File: config.mk
export PLATFORM = sky130hd
export DESIGN_NAME = tmpr_queue
export DESIGN_NICKNAME = d
export VERILOG_FILES = /design/src/rtl/core/tmpr_pkg.sv /design/src/rtl/core/tmpr_queue.sv
export SDC_FILE = /design/constraint.sdc
export NUM_CORES = 1
export LEC_CHECK = 0
export BUFFER_PORTS_ARGS = -buffer_cell sky130_fd_sc_hd__buf_2
export CELL_PAD_IN_SITES_DETAIL_PLACEMENT = 0
export CELL_PAD_IN_SITES_GLOBAL_PLACEMENT = 1
export CORE_ASPECT_RATIO = 1.25
export CORE_MARGIN = 2
export CORE_UTILIZATION = 54
export CTS_CLUSTER_SIZE = 28
export DETAILED_ROUTE_END_ITERATION = 12
export GPL_TIMING_DRIVEN = 0
export PLACE_DENSITY = 0.82
export REMOVE_ABC_BUFFERS = 1
export SLEW_MARGIN = 25
export SYNTH_ARGS = -nofsm -noshare
export SYNTH_HDL_FRONTEND = slang
export SYNTH_SLANG_ARGS = --single-unit
File: constraint.sdc
create_clock -name clk -period 4.5 [get_ports clk]
set_input_delay 0.9 -clock clk [delete_from_list [all_inputs] [get_ports clk]]
set_output_delay 0.9 -clock clk [all_outputs]
set_load 0.01 [all_outputs]
File: src/rtl/core/tmpr_pkg.sv
// shared types and constants for the text mode pixel renderer
// no dependencies; used by every module of the block except tmpr_checker
`default_nettype none

package tmpr_pkg;

  // item actions
  typedef logic [1:0] action_t;
  localparam action_t ACT_WR_CHAR  = 2'd0;
  localparam action_t ACT_WR_TINT  = 2'd1;
  localparam action_t ACT_WR_FONT  = 2'd2;
  localparam action_t ACT_RENDER   = 2'd3;

  // configuration register indexes
  typedef logic [1:0] cfg_index_t;
  localparam cfg_index_t CFG_DISPLAY_ENABLE = 2'd0;
  localparam cfg_index_t CFG_GLOBAL_INVERT  = 2'd1;
  localparam cfg_index_t CFG_FONT_BASE      = 2'd2;

  localparam int CFG_DATA_W = 16;
  localparam int QUEUE_DEPTH = 4;
  localparam int QUEUE_PTR_W = 2;
  localparam logic [23:0] LOW_ONES = 24'h070707;

  typedef struct packed {
    logic        display_enable;
    logic        global_invert;
    logic [15:0] font_base;
  } cfg_t;

  // one classified word handed from front to back
  typedef struct packed {
    action_t     op;
    logic [15:0] addr;    // cell index for renders, write address otherwise
    logic [15:0] data;
    logic [2:0]  px;
    logic [2:0]  py;
    logic        active;  // render inside text area with display on
  } entry_t;

  function automatic logic [23:0] tint_color(input logic [15:0] tint);
    tint_color = {tint[4:0], 3'b000, tint[9:5], 3'b000, tint[14:10], 3'b000} | LOW_ONES;
  endfunction

endpackage

`default_nettype wire

File: src/rtl/core/tmpr_queue.sv
// short word queue between front and back ends
// depends on tmpr_pkg
`default_nettype none

module tmpr_queue (
  input  wire logic             clk,
  input  wire logic             rst_n,
  input  wire logic             push,
  input  tmpr_pkg::entry_t      push_entry,
  output logic                  full,
  input  wire logic             pop,
  output logic                  not_empty,
  output tmpr_pkg::entry_t      head
);

  tmpr_pkg::entry_t                  slot_r [tmpr_pkg::QUEUE_DEPTH];
  logic [tmpr_pkg::QUEUE_PTR_W-1:0]  wr_ptr_r;
  logic [tmpr_pkg::QUEUE_PTR_W-1:0]  rd_ptr_r;
  logic [tmpr_pkg::QUEUE_PTR_W:0]    count_r;

  assign full      = count_r == (tmpr_pkg::QUEUE_PTR_W+1)'(tmpr_pkg::QUEUE_DEPTH);
  assign not_empty = count_r != '0;
  assign head      = slot_r[rd_ptr_r];

  always_ff @(posedge clk) begin
    if (!rst_n) begin
      wr_ptr_r <= '0;
      rd_ptr_r <= '0;
      count_r  <= '0;
    end else begin
      if (push) wr_ptr_r <= wr_ptr_r + 1'b1;
      if (pop)  rd_ptr_r <= rd_ptr_r + 1'b1;
      case ({push, pop})
        2'b10:   count_r <= count_r + 1'b1;
        2'b01:   count_r <= count_r - 1'b1;
        default: count_r <= count_r;
      endcase
    end
  end

  always_ff @(posedge clk) begin
    if (push) slot_r[wr_ptr_r] <= push_entry;
  end

endmodule

`default_nettype wire

==> results.toml <==
[logic_synthesis]
avgSynthCellArea_um2 = 24.9
yosys_warnings = 0
synth_top_family_by_area = "multiplexers"
netlist_area_um2 = 6410
synthAdderAreaFrac_pct = 1.29
synth-seq-area-share_pct = 79.6
ys_types = 21
synthSimpleGateAreaFrac_pct = 1.44
muxShareOfSynthArea_pct = 14.8
ys_ff_latch = 173
synthCells = 257
synth-compound-area-share_pct = 0.195
synth_xor_area_share_pct = 0.683

[grt]
grt_overflow_total = 0
grt.total_usage_pct = 17.5
gr-max-usage-layer = "met2"
antenna_found_initial = 0
grt_pass1_wl_um = 15800
grt_max_degree = 42
met2_usage_pct = 28.3
grt_pass1_vias = 2985
use_met1_pct = 21.8
grtUsageMet3_pct = 6.10

[route]
drtIter0Drc = 168
viasPerCell = 5.31
ant_nets = 0
wirelength_um = 10200
firstDrtPassIters = 5
vias = 2802
wl_per_cell_um = 19.3
drc = 0

[final_layout]
nFillCells = 774
final_cell_mix = "edfxtp_1, buf_2, mux4_2, clkbuf_16, dfxtp_1"
n_antenna_cell = 0
area_growth_pct = 17.3
utilization_pct = 64.7
multi_input_area_um2 = 1190
fin_cells = 528
layout_commonest_cell = "edfxtp_1"
layout.nets = 405
drive_gt1_share_pct = 44.4
ff_latch_area_um2 = 5110

[timing]
setup_viol = 0
rsz0062_at_grt = "no"
slew_headroom_pct = 57.8
skew_ps = 10.5
timing.hold.ws_ps = 513
finalCritPeriodShare_pct = 66.2
min_period_ps = 2980
final-hold-violation-count = 0
fmax_mhz = 336
final_max_slew_viol_count = 0
setup_tns_ps = 0
tightestPinTransition_ps = 632

[floorplanning]
die_x_um = 101
coreArea_um2 = 11600
row_count = 44
die_height_um = 126
die-area_um2 = 12800
io_pins = 88
initial_core_util_pct = 55.2

[critical_path]
cp_slowest_stage_delay_ps = 630
path_delay_family = "flip-flops"
path_buf_inv = 2
worstSetupPathType = "reg -> out"
start_kind = "register"
worstPathCellList = "buf_12, mux4_1, buf_2"
worstPathMaxFanout = 22
end_kind = "output port"
critPathArrivalTime_ps = 2080
critical_path_required_ps = 3600
r2r_start = "wr_ptr_r[0]"
cp_slowest_cell = "dfxtp_4"

[clock_network]
htree_levels = 4
cts_buffers = 17
cts_sinks = 173
cts_tree = "built"
cts_setup_buffers = 0
clkLatencyLatePin_ps = 410
path_clk_slew_ps = 60
cts_root_buf = "clkbuf_16"
hold_buffers = 0
post_cts_resized = 0
cts.path.max_buffers = 2

[place]
dp_hpwl_um = 5880
post-place-cells = 496
gp_congestion = 0.673
io_buffers = 87

[power_and_ir_drop]
cellPowerDensity_nw_per_um2 = 471
leakagePower_nw = 2.56
power_mw = 3.54
vdd_drop_max_mv = 0.282

[min_path]
hp-start = "count_r[2]"
min-delay-path-class = "reg -> reg"

[job]
maxCapViolations = 0

[status]
status = "finished, final reports clean"
## cells in the mapped netlist
cell type    n  area (um^2)
edfxtp_1   164         4920
mux4_2      40          901
and2_1       9         56.3
dfxtp_1      9          180
ha_1         5         62.6
buf_12       4         80.1
buf_2        4         20.0
inv_1        3         11.3
xnor2_1      3         26.3
mux2i_1      2         20.0
nor2b_1      2         12.5
or3_1        2         12.5
xor2_1       2         17.5
a21boi_0     1         7.51
buf_1        1         3.75
buf_6        1         11.3
fa_1         1         20.0
mux4_1       1         26.3
nand2_1      1         3.75
nor3b_1      1         7.51
o21ai_0      1         5.00
## through the flow
stage / setup slack, ps / instance area (um^2)
after floorplan: 1050 / 6290
after global placement: 209 / 6930
after detailed placement: 1880 / 6970
after CTS: 1420 / 7520
after global routing: 1360 / 7520
final: 1520 / 7520
## area by class of cell
class	instances	area share (%)
Clock buffer	18	5.71
Clock inverter	14	1.60
Inverter	3	0.150
Multi-Input combinational cell	71	15.8
Sequential cell	173	68.0
Tap cell	161	2.68
Timing Repair Buffer	88	6.06
## state kept, by name, indices dropped and copies added, names as in the netlist, named ones only
name / cells
count_r: 3
rd_ptr_r: 2
slot_r: 164
wr_ptr_r: 2
## tightest hold or removal path, cell delays in order (launching register included)
cell and delay (ps):
dfxtp_1 320, o21ai_0 70, a21boi_0 80
## metal layers
layer,share of wire [%],vias up
li1,-,1272
met1,40,1444
met2,54,80
met3,4.7,6
met4,1.1,0
met5,0,-
## path summary, 6_finish.rpt
check,endpoint,slack [ps],cells past startpoint
hold / removal,count_r[2],510,2
setup / recovery,head[38],1520,3
hold reg to reg,count_r[2],510,2
setup reg to reg,slot_r[2][2],2970,3
## kinds of logic after synthesis
family | after synthesis
AO/OA/AOI/OAI | 2
AND/OR/NAND/NOR | 15
XOR/XNOR | 5
adder cells (fa/ha/maj) | 6
buffers and inverters | 13
multiplexers | 43
flip-flops | 173
## power by group
| group | internal, mW | switching, mW |
|---|---|---|
| combinational | 0.158 | 0.151 |
| clock | 0.761 | 0.579 |
| sequential | 1.85 | 0.0454 |
| total | 2.76 | 0.776 |
Note: power is estimated with default switching activity, not from simulation.
