<file path="src/rtl/core/tmpr_pkg.sv">
// shared types and constants for the text mode pixel renderer
// no dependencies; used by every module of the block except tmpr_checker
`default_nettype none

package tmpr_pkg;

  // item actions
  typedef logic [1:0] action_t;
  localparam action_t ACT_WR_CHAR  = 2'd0;
  localparam action_t ACT_WR_TINT  = 2'd1;
  localparam action_t ACT_WR_FONT  = 2'd2;
  localparam action_t ACT_RENDER   = 2'd3;

  // configuration register indexes
  typedef logic [1:0] cfg_index_t;
  localparam cfg_index_t CFG_DISPLAY_ENABLE = 2'd0;
  localparam cfg_index_t CFG_GLOBAL_INVERT  = 2'd1;
  localparam cfg_index_t CFG_FONT_BASE      = 2'd2;

  localparam int CFG_DATA_W = 16;
  localparam int QUEUE_DEPTH = 4;
  localparam int QUEUE_PTR_W = 2;
  localparam logic [23:0] LOW_ONES = 24'h070707;

  typedef struct packed {
    logic        display_enable;
    logic        global_invert;
    logic [15:0] font_base;
  } cfg_t;

  // one classified word handed from front to back
  typedef struct packed {
    action_t     op;
    logic [15:0] addr;    // cell index for renders, write address otherwise
    logic [15:0] data;
    logic [2:0]  px;
    logic [2:0]  py;
    logic        active;  // render inside text area with display on
  } entry_t;

  function automatic logic [23:0] tint_color(input logic [15:0] tint);
    tint_color = {tint[4:0], 3'b000, tint[9:5], 3'b000, tint[14:10], 3'b000} | LOW_ONES;
  endfunction

endpackage

`default_nettype wire

</file>
<file path="src/rtl/core/tmpr_front.sv">
// front end: accepts input words, locates the text cell and glyph position
// depends on tmpr_pkg
`default_nettype none

module tmpr_front #(
  parameter int COLS         = 32,
  parameter int ROWS         = 8,
  parameter int ROW_STRIDE   = 32,
  parameter int GLYPH_WIDTH  = 8,
  parameter int GLYPH_HEIGHT = 8
) (
  input  wire logic              clk,
  input  wire logic              rst_n,
  input  wire logic              in_valid,
  output logic                   in_stall,
  input  wire logic [1:0]        in_action,
  input  wire logic [15:0]       in_write_address,
  input  wire logic [15:0]       in_write_data,
  input  wire logic [7:0]        in_pixel_x,
  input  wire logic [5:0]        in_pixel_y,
  input  wire logic              display_enable,
  input  wire logic              queue_full,
  output logic                   push,
  output tmpr_pkg::entry_t       push_entry
);

  // reciprocal constants for the quotient by glyph size
  localparam int XRECIP = (65536 + GLYPH_WIDTH - 1) / GLYPH_WIDTH;
  localparam int YRECIP = (65536 + GLYPH_HEIGHT - 1) / GLYPH_HEIGHT;
  localparam int XLIM   = COLS * GLYPH_WIDTH;
  localparam int YLIM   = ROWS * GLYPH_HEIGHT;

  logic        f_valid_r;
  logic [1:0]  f_act_r;
  logic [15:0] f_waddr_r;
  logic [15:0] f_wdata_r;
  logic [7:0]  f_col_r;
  logic [5:0]  f_row_r;
  logic [7:0]  f_x_r;
  logic [5:0]  f_y_r;
  logic        f_active_r;

  logic        f_adv;
  logic [24:0] x_prod;
  logic [24:0] y_prod;
  logic        in_area;
  logic [15:0] cell_sum;
  logic [7:0]  x_base;
  logic [7:0]  x_diff;
  logic [5:0]  y_base;
  logic [5:0]  y_diff;

  assign f_adv    = !f_valid_r || !queue_full;
  assign in_stall = !f_adv;
  assign push     = f_valid_r && !queue_full;

  assign x_prod  = 25'(in_pixel_x) * 25'(XRECIP);
  assign y_prod  = 25'(in_pixel_y) * 25'(YRECIP);
  assign in_area = (12'(in_pixel_x) < 12'(XLIM)) && (12'(in_pixel_y) < 12'(YLIM));

  always_ff @(posedge clk) begin
    if (!rst_n) begin
      f_valid_r <= 1'b0;
    end else if (f_adv) begin
      f_valid_r <= in_valid;
    end
  end

  always_ff @(posedge clk) begin
    if (f_adv) begin
      f_act_r    <= in_action;
      f_waddr_r  <= in_write_address;
      f_wdata_r  <= in_write_data;
      f_col_r    <= x_prod[23:16];
      f_row_r    <= y_prod[21:16];
      f_x_r      <= in_pixel_x;
      f_y_r      <= in_pixel_y;
      f_active_r <= in_area && display_enable;
    end
  end

  // cell index and position inside the glyph
  assign cell_sum = 16'(f_row_r) * 16'(ROW_STRIDE) + 16'(f_col_r);
  assign x_base   = 8'(16'(f_col_r) * 16'(GLYPH_WIDTH));
  assign y_base   = 6'(16'(f_row_r) * 16'(GLYPH_HEIGHT));
  assign x_diff   = f_x_r - x_base;
  assign y_diff   = f_y_r - y_base;

  always_comb begin
    push_entry.op     = f_act_r;
    push_entry.data   = f_wdata_r;
    push_entry.px     = x_diff[2:0];
    push_entry.py     = y_diff[2:0];
    push_entry.active = f_active_r;
    unique case (f_act_r)
      tmpr_pkg::ACT_RENDER: push_entry.addr = {8'd0, cell_sum[7:0]};
      default:              push_entry.addr = f_waddr_r;
    endcase
  end

endmodule

`default_nettype wire

</file>
<file path="config.mk">
export PLATFORM = sky130hd
export DESIGN_NAME = tmpr_front
export DESIGN_NICKNAME = d
export VERILOG_FILES = /design/src/rtl/core/tmpr_pkg.sv /design/src/rtl/core/tmpr_front.sv
export SDC_FILE = /design/constraint.sdc
export NUM_CORES = 1
export LEC_CHECK = 0
export ABC_CLOCK_PERIOD_IN_PS = 1700
export BUFFER_PORTS_ARGS = -buffer_cell sky130_fd_sc_hd__buf_2
export CAP_MARGIN = 20
export CORE_ASPECT_RATIO = 1.5
export CORE_MARGIN = 2
export CORE_UTILIZATION = 39
export DETAILED_ROUTE_END_ITERATION = 6
export PLACE_DENSITY_LB_ADDON = 0.1
export REMOVE_ABC_BUFFERS = 1
export SYNTH_ARGS = -nofsm -noshare
export SYNTH_HDL_FRONTEND = slang
export SYNTH_SLANG_ARGS = --single-unit
export TNS_END_PERCENT = 1
</file>
<file path="constraint.sdc">
create_clock -name clk -period 1.7 [get_ports clk]
set_input_delay 0.17 -clock clk [delete_from_list [all_inputs] [get_ports clk]]
set_output_delay 0.17 -clock clk [all_outputs]
set_load 0.1 [all_outputs]
</file>
==> impl_metrics.tcl <==
set metrics [dict create \
    outcome "completed" \
    grt_max_degree 20 \
    period_needed_ps 1630 \
    core_area_mm2 0.00421 \
    synth_cells 73 \
    power_leakage_nw 1.12 \
    synthDistinctLibCells 12 \
    hold_class "input pin to flip-flop" \
    final_max_slew_viol_count 0 \
    wl_met1_um 1000 \
    antenna_found_initial 0 \
    crit_type "flip-flop to primary output" \
    fin_crit_sh 0.958 \
    place_inst 214 \
    skew_ps 4.22 \
    diodes 0 \
    cap_violations 0 \
    dieHeight_um 84.8 \
    die-area_mm2 0.00491 \
    overflow 0 \
    grt_usage 0.129 \
    clk_path_buf_depth 2 \
    cts_tree "built" \
    ff_latch_area_mm2 0.00149 \
    relSlewSlack 0.671 \
    clk_pin_slew_worst_paths_ps 80 \
    grt_pass1_wl_um 4690 \
    drive_gt1_frac 0.689 \
    clk_latency_ps 290 \
    finalSetupViolations 0 \
    area_delta_synth_final_pct 50.4 \
    cp.buffers_inverters 1 \
    critPathArrivalTime_ps 1460 \
    ir_drop_uv 782 \
    final_nets 232 \
    worstRegToRegCells 3 \
    hp-start "in_write_address[1]" \
    die_x_um 57.9 \
    slowest_stage "edfxtp_1" \
    instances_no_fill 226 \
    ys.warnings.count 0 \
    crit_path_start_kind "flip-flop" \
    viasPerCell 4.55 \
    grt_pass1_vias 1072 \
    hold_ws_ps 50.8 \
    worstPathMaxFanout 8 \
    synth_area_leaders "edfxtp_1 (87%), mux2_2 (4.0%), and2_2 (3.5%)" \
    io_pins 96 \
    antenna_left 0 \
    top_layer "met4" \
    io_buffers 95 \
    hold_end "f_waddr_r[1]" \
    post-dp-hpwl_um 2360 \
    met3_length_um 341 \
    r2r-start "f_valid_r" \
    r2r_setup_slack_ps 460 \
    cts_sinks 50 \
    hold_violations 0 \
    nFillCells 340 \
    yosysTopAreaCell "edfxtp_1" \
    gp_congestion 0.720 \
    dr_wl_met2_um 1700 \
    powerDensity_mw_per_mm2 1170 \
    routed_wl_um 3130 \
    synth-seq-cells 50 \
    dr.first_iter.drc_count 21 \
    crit_family "flip-flops" \
    num_rows 29 \
    wl_per_cell_um 13.8 \
    initial_utilization 0.403 \
    synth_area_mm2 0.00170 \
    synth_top_area_share 0.867 \
    numCtsBuffers 5 \
    drt_pass1_iterations 4 \
    hold_path_depth 1 \
    htreeDepth 2 \
    ys_seq_area_frac 0.878 \
    via_count 1029 \
    crit_path_cell_trace "nand2_4 > mux2_2 > buf_6" \
    r2r_end "f_wdata_r[8]" \
    drc 0 \
    hold_buffers 0 \
    multiInputGateArea_um2 195 \
    worst-slew-pin-transition_ps 497 \
    clock.fmax_ghz 0.614 \
    cts_root_buf "clkbuf_8" \
    max_stage_delay_ps 450 \
    critPathCaptureType "primary output" \
    crit_required_ps 1530 \
    avgSynthCellArea_um2 23.3 \
]
-- report_power, final --
part	total, mW	internal (mW)	switching (mW)
Combinational	0.901	0.225	0.677
Clock	0.626	0.292	0.333
Sequential	1.47	1.44	0.0217
Total	2.99	1.96	1.03
-- state kept, by name, summed over array words and instances, names as in the netlist --
signal / flops
f_valid_r: 1
f_wdata_r: 16
f_active_r: 1
f_col_r: 5
f_y_r: 3
f_row_r: 3
f_waddr_r: 16
f_act_r: 2
f_x_r: 3
-- cell type report --
type	count	area share
Sequential cell	50	0.584
Multi-Input combinational cell	21	0.0764
Clock buffer	8	0.0314
Inverter	1	0.00147
Tap cell	46	0.0225
Timing Repair Buffer	100	0.284
-- stage by stage --
step	setup TNS [ps]	worst slack, ps	utilization	power (mW)	area, um^2
after floorplan	-42990	-776	-	2.14	1680
after global placement	0	233	0.571	2.36	2400
after detailed placement	0	188	0.571	2.37	2400
after global routing	-2.25	-2.25	0.607	3.10	2550
final	0	71.9	0.607	2.99	2550
after CTS	0	2.12	0.597	3.02	2510
-- placed cells by master (no fill, tap or decap), drive strengths merged --
master	count
buf	100
clkbuf	8
edfxtp	49
nor2b	1
inv	1
and2	9
o21a	1
mux2	8
dfxtp	1
nand2	2
-- synth_stat cells --
master	instances
and2_1	1
and2_2	8
buf_4	1
buf_6	1
dfxtp_1	1
edfxtp_1	49
inv_1	1
mux2_2	6
mux2_4	2
nand2_2	1
nor2b_1	1
o21a_1	1
-- worst reg2reg max path: stages (launching register included) --
cell	delay, ps
dfxtp_1	310
and2_1	160
inv_2	260
buf_12	210
-- worst max path at each step --
stage	start	endpoint	cells past startpoint	slack (ps)
2_1_floorplan	f_valid_r	f_act_r[0]	2	-780
3_3_place_gp	f_act_r[0]	push_entry[24]	3	230
3_5_place_dp	f_act_r[0]	push_entry[26]	3	190
4_1_cts	f_act_r[1]	push_entry[25]	3	2
5_1_grt	f_act_r[0]	push_entry[38]	5	-2
6_report	f_act_r[0]	push_entry[26]	3	70
-- repair_timing --
item	4_1_cts	5_1_grt
resized for setup	10	3
cloned	0	1
pin swaps	1	1
endpoints found under the setup margin	6	6
buffers inserted	0	3
-- per-layer routing --
metal | vias to the layer above | global-route usage
li1 | 489 | -
met1 | 468 | 0.119
met2 | 63 | 0.220
met3 | 9 | 0.0640
met4 | 0 | 0.0761
met5 | - | 0
-- cells by family after synthesis --
family,count (synthesis),synth area share
compound gates,1,0.00442
buf+inv,3,0.0133
flops,50,0.878
mux,8,0.0575
simple gates,11,0.0464
Power figures use the tool's default switching activity.
